===== config.mk =====
export PLATFORM = sky130hd
export DESIGN_NAME = c_subset_lexer_core
export DESIGN_NICKNAME = d
export VERILOG_FILES = /design/src/sv/csl_pkg.sv /design/src/sv/csl_queue.sv /design/src/sv/csl_scan.sv /design/src/sv/c_subset_lexer_core.sv
export SDC_FILE = /design/constraint.sdc
export NUM_CORES = 1
export LEC_CHECK = 0
export BUFFER_PORTS_ARGS = -buffer_cell sky130_fd_sc_hd__buf_2
export CAP_MARGIN = 40
export CORE_ASPECT_RATIO = 0.7
export CORE_MARGIN = 5
export CORE_UTILIZATION = 40
export DETAILED_ROUTE_END_ITERATION = 10
export GPL_ROUTABILITY_DRIVEN = 0
export HOLD_SLACK_MARGIN = 0.12
export PLACE_DENSITY = 0.54
export SLEW_MARGIN = 30
export SYNTH_ARGS = -nofsm -noshare
export SYNTH_HDL_FRONTEND = slang
export SYNTH_SLANG_ARGS = --single-unit

===== constraint.sdc =====
create_clock -name clk -period 8.5 [get_ports clk]
set_input_delay 0.425 -clock clk [delete_from_list [all_inputs] [get_ports clk]]
set_output_delay 0.425 -clock clk [all_outputs]
set_load 0.01 [all_outputs]

===== src/sv/csl_pkg.sv =====
// ----------------------------------------------------------------------------
// csl_pkg
// shared types and constants of the c subset lexer
// ----------------------------------------------------------------------------
`default_nettype none
package csl_pkg;
	localparam int MAX_TEXT = 255;
	localparam int LINE_BITS = 16;
	localparam int COLUMN_BITS = 12;
	localparam int OFFSET_BITS = 20;

	typedef enum logic [2:0] {
		M_IDLE, M_NUMBER, M_IDENT, M_OPER, M_SLASH, M_LINE, M_BLOCK, M_BSTAR
	} scan_mode_t;

	localparam logic [5:0] K_END = 6'd0;
	localparam logic [5:0] K_ERROR = 6'd1;
	localparam logic [5:0] K_NUMBER = 6'd2;
	localparam logic [5:0] K_IDENT = 6'd3;
	localparam logic [5:0] K_DIV = 6'd14;

	typedef struct packed {
		logic [5:0] kind;
		logic [LINE_BITS-1:0] line;
		logic [COLUMN_BITS-1:0] column;
		logic [OFFSET_BITS-1:0] offset;
		logic [7:0] length;
		logic [7:0] err;
		logic last;
	} token_t;

	function automatic logic [5:0] single_kind(input logic [7:0] c);
		unique case (c)
			8'h2b: return 6'd11;
			8'h2d: return 6'd12;
			8'h2a: return 6'd13;
			8'h2f: return 6'd14;
			8'h25: return 6'd15;
			8'h28: return 6'd16;
			8'h29: return 6'd17;
			8'h7b: return 6'd18;
			8'h7d: return 6'd19;
			8'h5b: return 6'd20;
			8'h5d: return 6'd21;
			8'h3b: return 6'd22;
			8'h2c: return 6'd23;
			8'h2e: return 6'd24;
			8'h3d: return 6'd26;
			8'h21: return 6'd28;
			8'h3c: return 6'd30;
			8'h3e: return 6'd32;
			default: return K_ERROR;
		endcase
	endfunction

	function automatic logic [5:0] pair_kind(input logic [7:0] c);
		unique case (c)
			8'h3d: return 6'd25;
			8'h21: return 6'd27;
			8'h3c: return 6'd29;
			8'h3e: return 6'd31;
			8'h26: return 6'd33;
			default: return 6'd34;
		endcase
	endfunction

	function automatic logic [5:0] word_kind(input logic [47:0] p, input logic [7:0] n);
		if (n == 8'd3 && p == 48'h746e69) return 6'd4;
		if (n == 8'd6 && p == 48'h6e7275746572) return 6'd5;
		if (n == 8'd2 && p == 48'h6669) return 6'd6;
		if (n == 8'd4 && p == 48'h65736c65) return 6'd7;
		if (n == 8'd5 && p == 48'h656c696877) return 6'd8;
		if (n == 8'd3 && p == 48'h726f66) return 6'd9;
		if (n == 8'd4 && p == 48'h64696f76) return 6'd10;
		return K_IDENT;
	endfunction
endpackage
`default_nettype wire


===== src/sv/csl_queue.sv =====
// ----------------------------------------------------------------------------
// csl_queue
// small token queue between scanner and output
// ----------------------------------------------------------------------------
`default_nettype none
module csl_queue (
	input wire logic clk,
	input wire logic arst_n,
	input wire logic wr_en,
	input wire csl_pkg::token_t wr_data,
	output logic [2:0] count,
	input wire logic rd_en,
	output csl_pkg::token_t rd_data
);
	import csl_pkg::*;
	token_t mem_q [4];
	logic [1:0] wp_q, rp_q;
	logic [2:0] cnt_q;
	always_ff @(posedge clk or negedge arst_n) begin
		if (!arst_n) begin
			wp_q <= '0;
			rp_q <= '0;
			cnt_q <= '0;
		end else begin
			if (wr_en) wp_q <= wp_q + 2'd1;
			if (rd_en) rp_q <= rp_q + 2'd1;
			cnt_q <= cnt_q + {2'd0, wr_en} - {2'd0, rd_en};
		end
	end
	always_ff @(posedge clk) begin
		if (wr_en) mem_q[wp_q] <= wr_data;
	end
	assign rd_data = mem_q[rp_q];
	assign count = cnt_q;
endmodule
`default_nettype wire


===== src/sv/csl_scan.sv =====
// ----------------------------------------------------------------------------
// csl_scan
// front scanner: accepts one byte a request, emits up to two tokens
// ----------------------------------------------------------------------------
`default_nettype none
module csl_scan (
	input wire logic clk,
	input wire logic arst_n,
	input wire logic take,
	input wire logic [7:0] c,
	output logic n0,
	output logic n1,
	output csl_pkg::token_t t0,
	output csl_pkg::token_t t1
);
	import csl_pkg::*;
	localparam logic [LINE_BITS-1:0] LTOP = '1;
	localparam logic [COLUMN_BITS-1:0] CTOP = '1;
	localparam logic [OFFSET_BITS-1:0] OTOP = '1;

	scan_mode_t mode_q, mode_d;
	logic [7:0] pend_q, pend_d, len_q, len_d;
	logic [47:0] pre_q, pre_d;
	logic [LINE_BITS-1:0] tl_q, tl_d, ln_q;
	logic [COLUMN_BITS-1:0] tc_q, tc_d, cn_q;
	logic [OFFSET_BITS-1:0] to_q, to_d, bo_q;
	logic fl, bg, isd, isa, isw, iss, pairm;
	token_t ft, bt, et;
	logic [5:0] sk, bk;

	always_comb begin
		isd = c >= 8'h30 && c <= 8'h39;
		isa = (c >= 8'h61 && c <= 8'h7a) || (c >= 8'h41 && c <= 8'h5a);
		isw = isd || isa || c == 8'h5f;
		iss = c == 8'h20 || (c >= 8'd9 && c <= 8'd13);
		pairm = (pend_q == 8'h26 || pend_q == 8'h7c) ? c == pend_q : c == 8'h3d;
		sk = single_kind(pend_q);
		bk = single_kind(c);
		ft = '0;
		ft.line = tl_q;
		ft.column = tc_q;
		ft.offset = to_q;
		ft.length = 8'd1;
		unique case (mode_q)
			M_NUMBER: begin ft.kind = K_NUMBER; ft.length = len_q; end
			M_IDENT: begin ft.kind = word_kind(pre_q, len_q); ft.length = len_q; end
			M_OPER: begin ft.kind = sk; ft.err = (sk == K_ERROR) ? pend_q : 8'd0; end
			default: ft.kind = K_DIV;
		endcase
		bt = '0;
		bt.line = ln_q;
		bt.column = cn_q;
		bt.offset = bo_q;
		bt.length = 8'd1;
		bt.kind = bk;
		bt.err = (bk == K_ERROR) ? c : 8'd0;
		et = '0;
		et.kind = K_END;
		et.line = ln_q;
		et.column = cn_q;
		et.offset = bo_q;
		et.last = 1'b1;

		mode_d = mode_q; pend_d = pend_q; pre_d = pre_q; len_d = len_q;
		tl_d = tl_q; tc_d = tc_q; to_d = to_q;
		fl = 1'b0; bg = 1'b0;
		n0 = 1'b0; n1 = 1'b0; t0 = ft; t1 = et;
		if (c == 8'd0) begin
			fl = mode_q == M_NUMBER || mode_q == M_IDENT || mode_q == M_OPER
				|| mode_q == M_SLASH;
		end else begin
			unique case (mode_q)
				M_NUMBER, M_IDENT: begin
					if ((mode_q == M_NUMBER) ? isd : isw) begin
						if (len_q < 8'(MAX_TEXT)) begin
							if (len_q < 8'd6) pre_d = pre_q | (48'(c) << {len_q[2:0], 3'b000});
							len_d = len_q + 8'd1;
						end
					end else begin fl = 1'b1; bg = 1'b1; end
				end
				M_OPER: begin
					if (pairm) begin
						n0 = 1'b1;
						t0 = ft;
						t0.kind = pair_kind(pend_q);
						t0.length = 8'd2;
						t0.err = 8'd0;
						mode_d = M_IDLE; pend_d = '0; len_d = '0;
					end else begin fl = 1'b1; bg = 1'b1; end
				end
				M_SLASH: begin
					if (c == 8'h2f) begin mode_d = M_LINE; len_d = '0; end
					else if (c == 8'h2a) begin mode_d = M_BLOCK; len_d = '0; end
					else begin fl = 1'b1; bg = 1'b1; end
				end
				M_LINE: if (c == 8'h0a) mode_d = M_IDLE;
				M_BLOCK: if (c == 8'h2a) mode_d = M_BSTAR;
				M_BSTAR: begin
					if (c == 8'h2f) mode_d = M_IDLE;
					else if (c != 8'h2a) mode_d = M_BLOCK;
				end
				default: bg = 1'b1;
			endcase
		end
		if (fl) begin
			n0 = 1'b1; t0 = ft;
			mode_d = M_IDLE; pend_d = '0; pre_d = '0; len_d = '0;
		end
		if (c == 8'd0) begin
			if (fl) n1 = 1'b1; else begin n0 = 1'b1; t0 = et; end
		end
		if (bg) begin
			mode_d = M_IDLE;
			if (!iss) begin
				if (isd || isa || c == 8'h5f || c == 8'h2f || c == 8'h3d || c == 8'h21
					|| c == 8'h3c || c == 8'h3e || c == 8'h26 || c == 8'h7c) begin
					tl_d = ln_q; tc_d = cn_q; to_d = bo_q; len_d = 8'd1;
					if (isd) mode_d = M_NUMBER;
					else if (isa || c == 8'h5f) begin mode_d = M_IDENT; pre_d = 48'(c); end
					else if (c == 8'h2f) mode_d = M_SLASH;
					else begin mode_d = M_OPER; pend_d = c; end
				end else if (fl) begin
					n1 = 1'b1; t1 = bt;
				end else begin
					n0 = 1'b1; t0 = bt;
				end
			end
		end
		if (n1) t1.last = 1'b1;
		else t0.last = 1'b1;
	end

	always_ff @(posedge clk or negedge arst_n) begin
		if (!arst_n) begin
			mode_q <= M_IDLE; pend_q <= '0; pre_q <= '0; len_q <= '0;
			tl_q <= LINE_BITS'(1); tc_q <= COLUMN_BITS'(1); to_q <= '0;
			ln_q <= LINE_BITS'(1); cn_q <= COLUMN_BITS'(1); bo_q <= '0;
		end else if (take) begin
			if (c == 8'd0) begin
				mode_q <= M_IDLE; pend_q <= '0; pre_q <= '0; len_q <= '0;
				tl_q <= LINE_BITS'(1); tc_q <= COLUMN_BITS'(1); to_q <= '0;
				ln_q <= LINE_BITS'(1); cn_q <= COLUMN_BITS'(1); bo_q <= '0;
			end else begin
				mode_q <= mode_d; pend_q <= pend_d; pre_q <= pre_d; len_q <= len_d;
				tl_q <= tl_d; tc_q <= tc_d; to_q <= to_d;
				if (c == 8'h0a) begin
					if (ln_q != LTOP) ln_q <= ln_q + LINE_BITS'(1);
					cn_q <= COLUMN_BITS'(1);
				end else if (cn_q != CTOP) cn_q <= cn_q + COLUMN_BITS'(1);
				if (bo_q != OTOP) bo_q <= bo_q + OFFSET_BITS'(1);
			end
		end
	end
endmodule
`default_nettype wire


===== src/sv/c_subset_lexer_core.sv =====
// ----------------------------------------------------------------------------
// c_subset_lexer_core
// one source byte a cycle in while ready_in is high, tokens out through a four entry queue
// a token is registered in staging and then in the queue before it appears at the output
// one byte is accepted a cycle while tokens drain; a byte that causes two
// tokens holds the input while its second token waits in staging
// reset clears scan state, positions (line and column to 1) and the queue
// ----------------------------------------------------------------------------
`default_nettype none
module c_subset_lexer_core (
	input wire logic clk,
	input wire logic arst_n,
	input wire logic valid_in,
	output logic ready_in,
	input wire logic [7:0] source_byte,
	output logic valid_out,
	input wire logic ready_out,
	output logic [5:0] token_kind,
	output logic [15:0] start_line,
	output logic [11:0] start_column,
	output logic [19:0] start_offset,
	output logic [7:0] text_length,
	output logic [7:0] error_char,
	output logic last_of_run
);
	import csl_pkg::*;
	logic take, n0, n1, rd;
	token_t t0, t1, rdd, w0_s1, w1_s1, wd;
	logic v0_s1, v1_s1, wr;
	logic [2:0] cnt;

	// free slots must cover the staged tokens and the two new tokens of a request
	assign ready_in = cnt + {2'd0, v0_s1} + {2'd0, v1_s1} <= 3'd2 && !(v0_s1 && v1_s1);
	assign take = valid_in && ready_in;

	csl_scan u_scan (
		.clk(clk), .arst_n(arst_n), .take(take), .c(source_byte),
		.n0(n0), .n1(n1), .t0(t0), .t1(t1)
	);

	// staging: one token written to queue per cycle
	assign wr = v0_s1;
	assign wd = w0_s1;
	always_ff @(posedge clk or negedge arst_n) begin
		if (!arst_n) begin
			v0_s1 <= 1'b0; v1_s1 <= 1'b0;
		end else begin
			if (v1_s1) begin
				v0_s1 <= 1'b1; v1_s1 <= 1'b0;
			end else if (take && n0) begin
				v0_s1 <= 1'b1; v1_s1 <= n1;
			end else v0_s1 <= 1'b0;
		end
	end
	always_ff @(posedge clk) begin
		if (v1_s1) w0_s1 <= w1_s1;
		else if (take) begin w0_s1 <= t0; w1_s1 <= t1; end
	end

	assign valid_out = cnt != 3'd0;
	assign rd = valid_out && ready_out;
	csl_queue u_queue (
		.clk(clk), .arst_n(arst_n), .wr_en(wr), .wr_data(wd),
		.count(cnt), .rd_en(rd), .rd_data(rdd)
	);

	assign token_kind = rdd.kind;
	assign start_line = rdd.line;
	assign start_column = rdd.column;
	assign start_offset = rdd.offset;
	assign text_length = rdd.length;
	assign error_char = rdd.err;
	assign last_of_run = rdd.last;
endmodule
`default_nettype wire

==> results.md <==
* Status: finished clean
* Critical path required time at 8.79 ns
* Largest net degree at the start of global routing at 85
* Longest Clk Path Bufs at 3
* Fillers at 5743
* Clk_lat worst skew at 0.63 ns
* Synth cell count leaders: edfxtp_1 (419), nand2_1 (177), dfrtp_1 (168), a21oi_1 (157), nor2_1 (123)
* Pint at 6.49 mW
* DR iter-0 viols at 1868
* Share of power burned in the clock network at 0.273
* Synth area leader: edfxtp_1
* Place WS at 4.41 ns
* Data arrival time of the critical path at 4.05 ns
* EDFF count, synth at 419
* Tot GR Track Use at 0.186
* Postcts setup bufs at 0
* WS Path Type: flip-flop to flip-flop
* Sequential area share after synthesis at 0.647
* CTS tree: built
* Max-slew violation count at 0
* Async SR Flop Fraction at 0.291
* Tightest Pin Transition at 0.861 ns
* Crit path capture: w0_s1[2]
* Most common cell in the netlist: edfxtp_1
* Reg2Reg Depth at 8
* Slew margin rel. at 0.422
* Fraction of layout cells with a size suffix above 1 at 0.159
* Num CTS Buffers at 58
* Reg2reg start: v1_s1
* Initial antenna violation count at 2
* Crit-path max cell delay at 0.91 ns
* Die area at 0.0706 mm2
* Net Sw Frac at 0.334
* Yosys top cell area share at 0.482
* Nets at 2073
* Logic gate share of total power at 0.267
* Grt ovf at 0
* Sw Pwr at 3.26 mW
* PwrDens at 330 mW/mm2
* Io pins at 85
* Die Height at 224 um
* RSZ-0062 raised after global routing: no
* Crit path max-delay cell type: dfrtp_4
* Via Count at 16798
* Fin crit share at 0.443
* Hold slack at 0.287 ns
* Worst-path maximum fanout at 63
* Critical Path Start: v1_s1
* Clock transition at path regs at 0.07 ns
* Critical Path End Type: flip-flop
* Critical path cell sequence: ha_1 > ha_1 > a22oi_1 > and2_1 > nand2_1 > nand2b_4 > buf_4 > buf_16
* HP Class: primary input to asynchronous set/reset pin
* R2r endpoint: w0_s1[2]
* ANT nets after route at 0
* H-tree Lvls at 2
* Critical path startpoint category: flip-flop
* Cell class contributing the biggest share of worst-path delay: simple AND/OR/NAND/NOR gates
* Area growth from synthesis to layout at 13.2%
* Synth unique cells at 84
* Max Fclk at 266 MHz
* Seq cells post-synth at 591
* Power, Total at 9.76 mW
* Hold-fix buffers, CTS at 1
* Worst IR Drop VDD at 0.178 mV
* Post-DP HPWL at 41700 um
* Port bufs at 84
* Setup_tns at 0 ns
* Post-Syn Area per Cell at 13.1 um2
* Core area at 0.0647 mm2
* Num rows at 78
* Seq pwr share at 0.459
* Synth top area cells: edfxtp_1 (48%), dfrtp_1 (16%), mux4_2 (6.1%)
* Gate Count Post-Synth at 1987
* Max Cap Viol at 0
* Tmin final at 3.76 ns
* Worst path depth at 8
* Total Wirelength at 66300 um
* Remaining DRCs at 0
* Worst Path Buf+Inv at 2
* Number of setup violations in the final report at 0
* First-pass DRT Iterations at 5
* Critical Path Most Common Cell: ha_1
* R2R Setup Slk at 4.74 ns
* First-pass GRT wire length at 102000 um
* Setup Skew at 0.0285 ns
* Post-CTS Resized at 0
* Die X at 315 um
* PnR worst setup slack at 4.74 ns
* Core Util, Final at 0.457
* Mapped Nets at 2016
* Clk sinks at 591
* Ys Warns at 0
* Leak Pwr at 10.8 nW
* Root buffer cell: clkbuf_16
* Final Hold Violating Endpoints at 0
* Initial core utilization at 0.404
* Routed wire per std cell at 22.3 um
* DR vias/cell at 5.65
* Vias in the first global route at 16511
* Predominant post-synthesis flop cell: edfxtp_1
* Post-Syn Area at 0.0261 mm2
## cell type report
cell class / instances / area, um2 / area share
Clock inverter: 37 / 453 / 0.0153
Clock buffer: 72 / 1510 / 0.0512
Inverter: 83 / 312 / 0.0105
Multi-Input combinational cell: 1191 / 8440 / 0.286
Timing Repair Buffer: 119 / 840 / 0.0284
Tap cell: 880 / 1100 / 0.0372
Antenna cell: 1 / 2.50 / 0.0000846
Sequential cell: 591 / 16900 / 0.572
## flip-flops by register name (all words and copies together), names as in the netlist
signal         flops
w1_s1             64
w0_s1             71
u_queue.wp_q       2
u_scan.tl_q       16
u_scan.tc_q       12
u_scan.pend_q      8
u_scan.to_q       20
u_scan.pre_q      48
u_scan.cn_q       12
u_scan.ln_q       16
v0_s1              1
u_queue.rp_q       2
u_scan.len_q       8
u_scan.mode_q      3
u_queue.mem_q    284
v1_s1              1
u_queue.count      3
u_scan.bo_q       20
## power groups by stage
stage,sequential (mW),clock (mW),combinational (mW)
floorplan,4.26,0,1.78
global placement,4.54,0,2.49
detailed placement,4.53,0,2.60
CTS,4.48,2.74,2.61
global route,4.56,2.86,2.85
finish,4.48,2.67,2.61
## worst register-to-register path: stages (launching register included)
cell and delay, ns:
dfrtp_4 0.91, ha_1 0.28, ha_1 0.22, a22oi_1 0.17, and2_1 0.17, nand2_1 0.47
nand2b_4 0.47, buf_4 0.40, buf_16 0.30
## worst min-delay path by stage
| stage | to | slack [ns] |
|---|---|---|
| floorplan | u_queue.count[0] | 0.13 |
| global placement | w1_s1[53] | 0.43 |
| detailed placement | w1_s1[53] | 0.43 |
| CTS | u_scan.pre_q[5] | 0.29 |
| global route | u_scan.tl_q[7] | 0.31 |
| finish | u_scan.ln_q[7] | 0.29 |
## logic make-up (layout without fill, tap and decap cells)
group                    count (synthesis)  after routing  synth area share
other                                    2              3          0.000288
AO/OA/AOI/OAI                          412            412            0.0971
multiplexers                           122            122            0.0808
flip-flops                             591            591             0.647
XOR/XNOR                                47             47            0.0163
AND/OR/NAND/NOR                        591            591             0.118
buffers and inverters                  205            311            0.0322
adder cells (fa/ha/maj)                 17             17           0.00814
## layer usage
layer	up-vias	wire length [um]	track usage
met1	8512	32300	0.295
met3	81	5370	0.0469
met5	-	0	0
met4	0	1160	0.0409
met2	592	27400	0.258
li1	7613	-	-
## cell usage in the layout, fill, tap and decap left out, types with 10 or more instances in the layout
master and n:
nor3_1 34, and4_1 10, buf_4 21, inv_1 83, mux2i_1 50, and3_1 12
nand4_1 24, nor2_1 121, a41oi_1 15, or3_1 10, edfxtp_1 419, a21oi_1 156
dfrtp_1 165, nand3_1 37, clkbuf_16 58, nor2b_1 20, mux4_2 71, and2_1 24
buf_2 85, nand2_1 176, clkbuf_1 13, o21ai_0 100, a22oi_1 14, ha_1 17
nor4_1 27, a31oi_1 16, nand2b_1 20, xnor2_1 44
## through the flow
step	cell area [um2]	cells
global placement	27300	2851
floorplan	26100	1987
CTS	29400	2967
finish	29600	2974
global route	29600	2973
detailed placement	27500	2857
No activity file was read; power rests on OpenSTA's default activity.
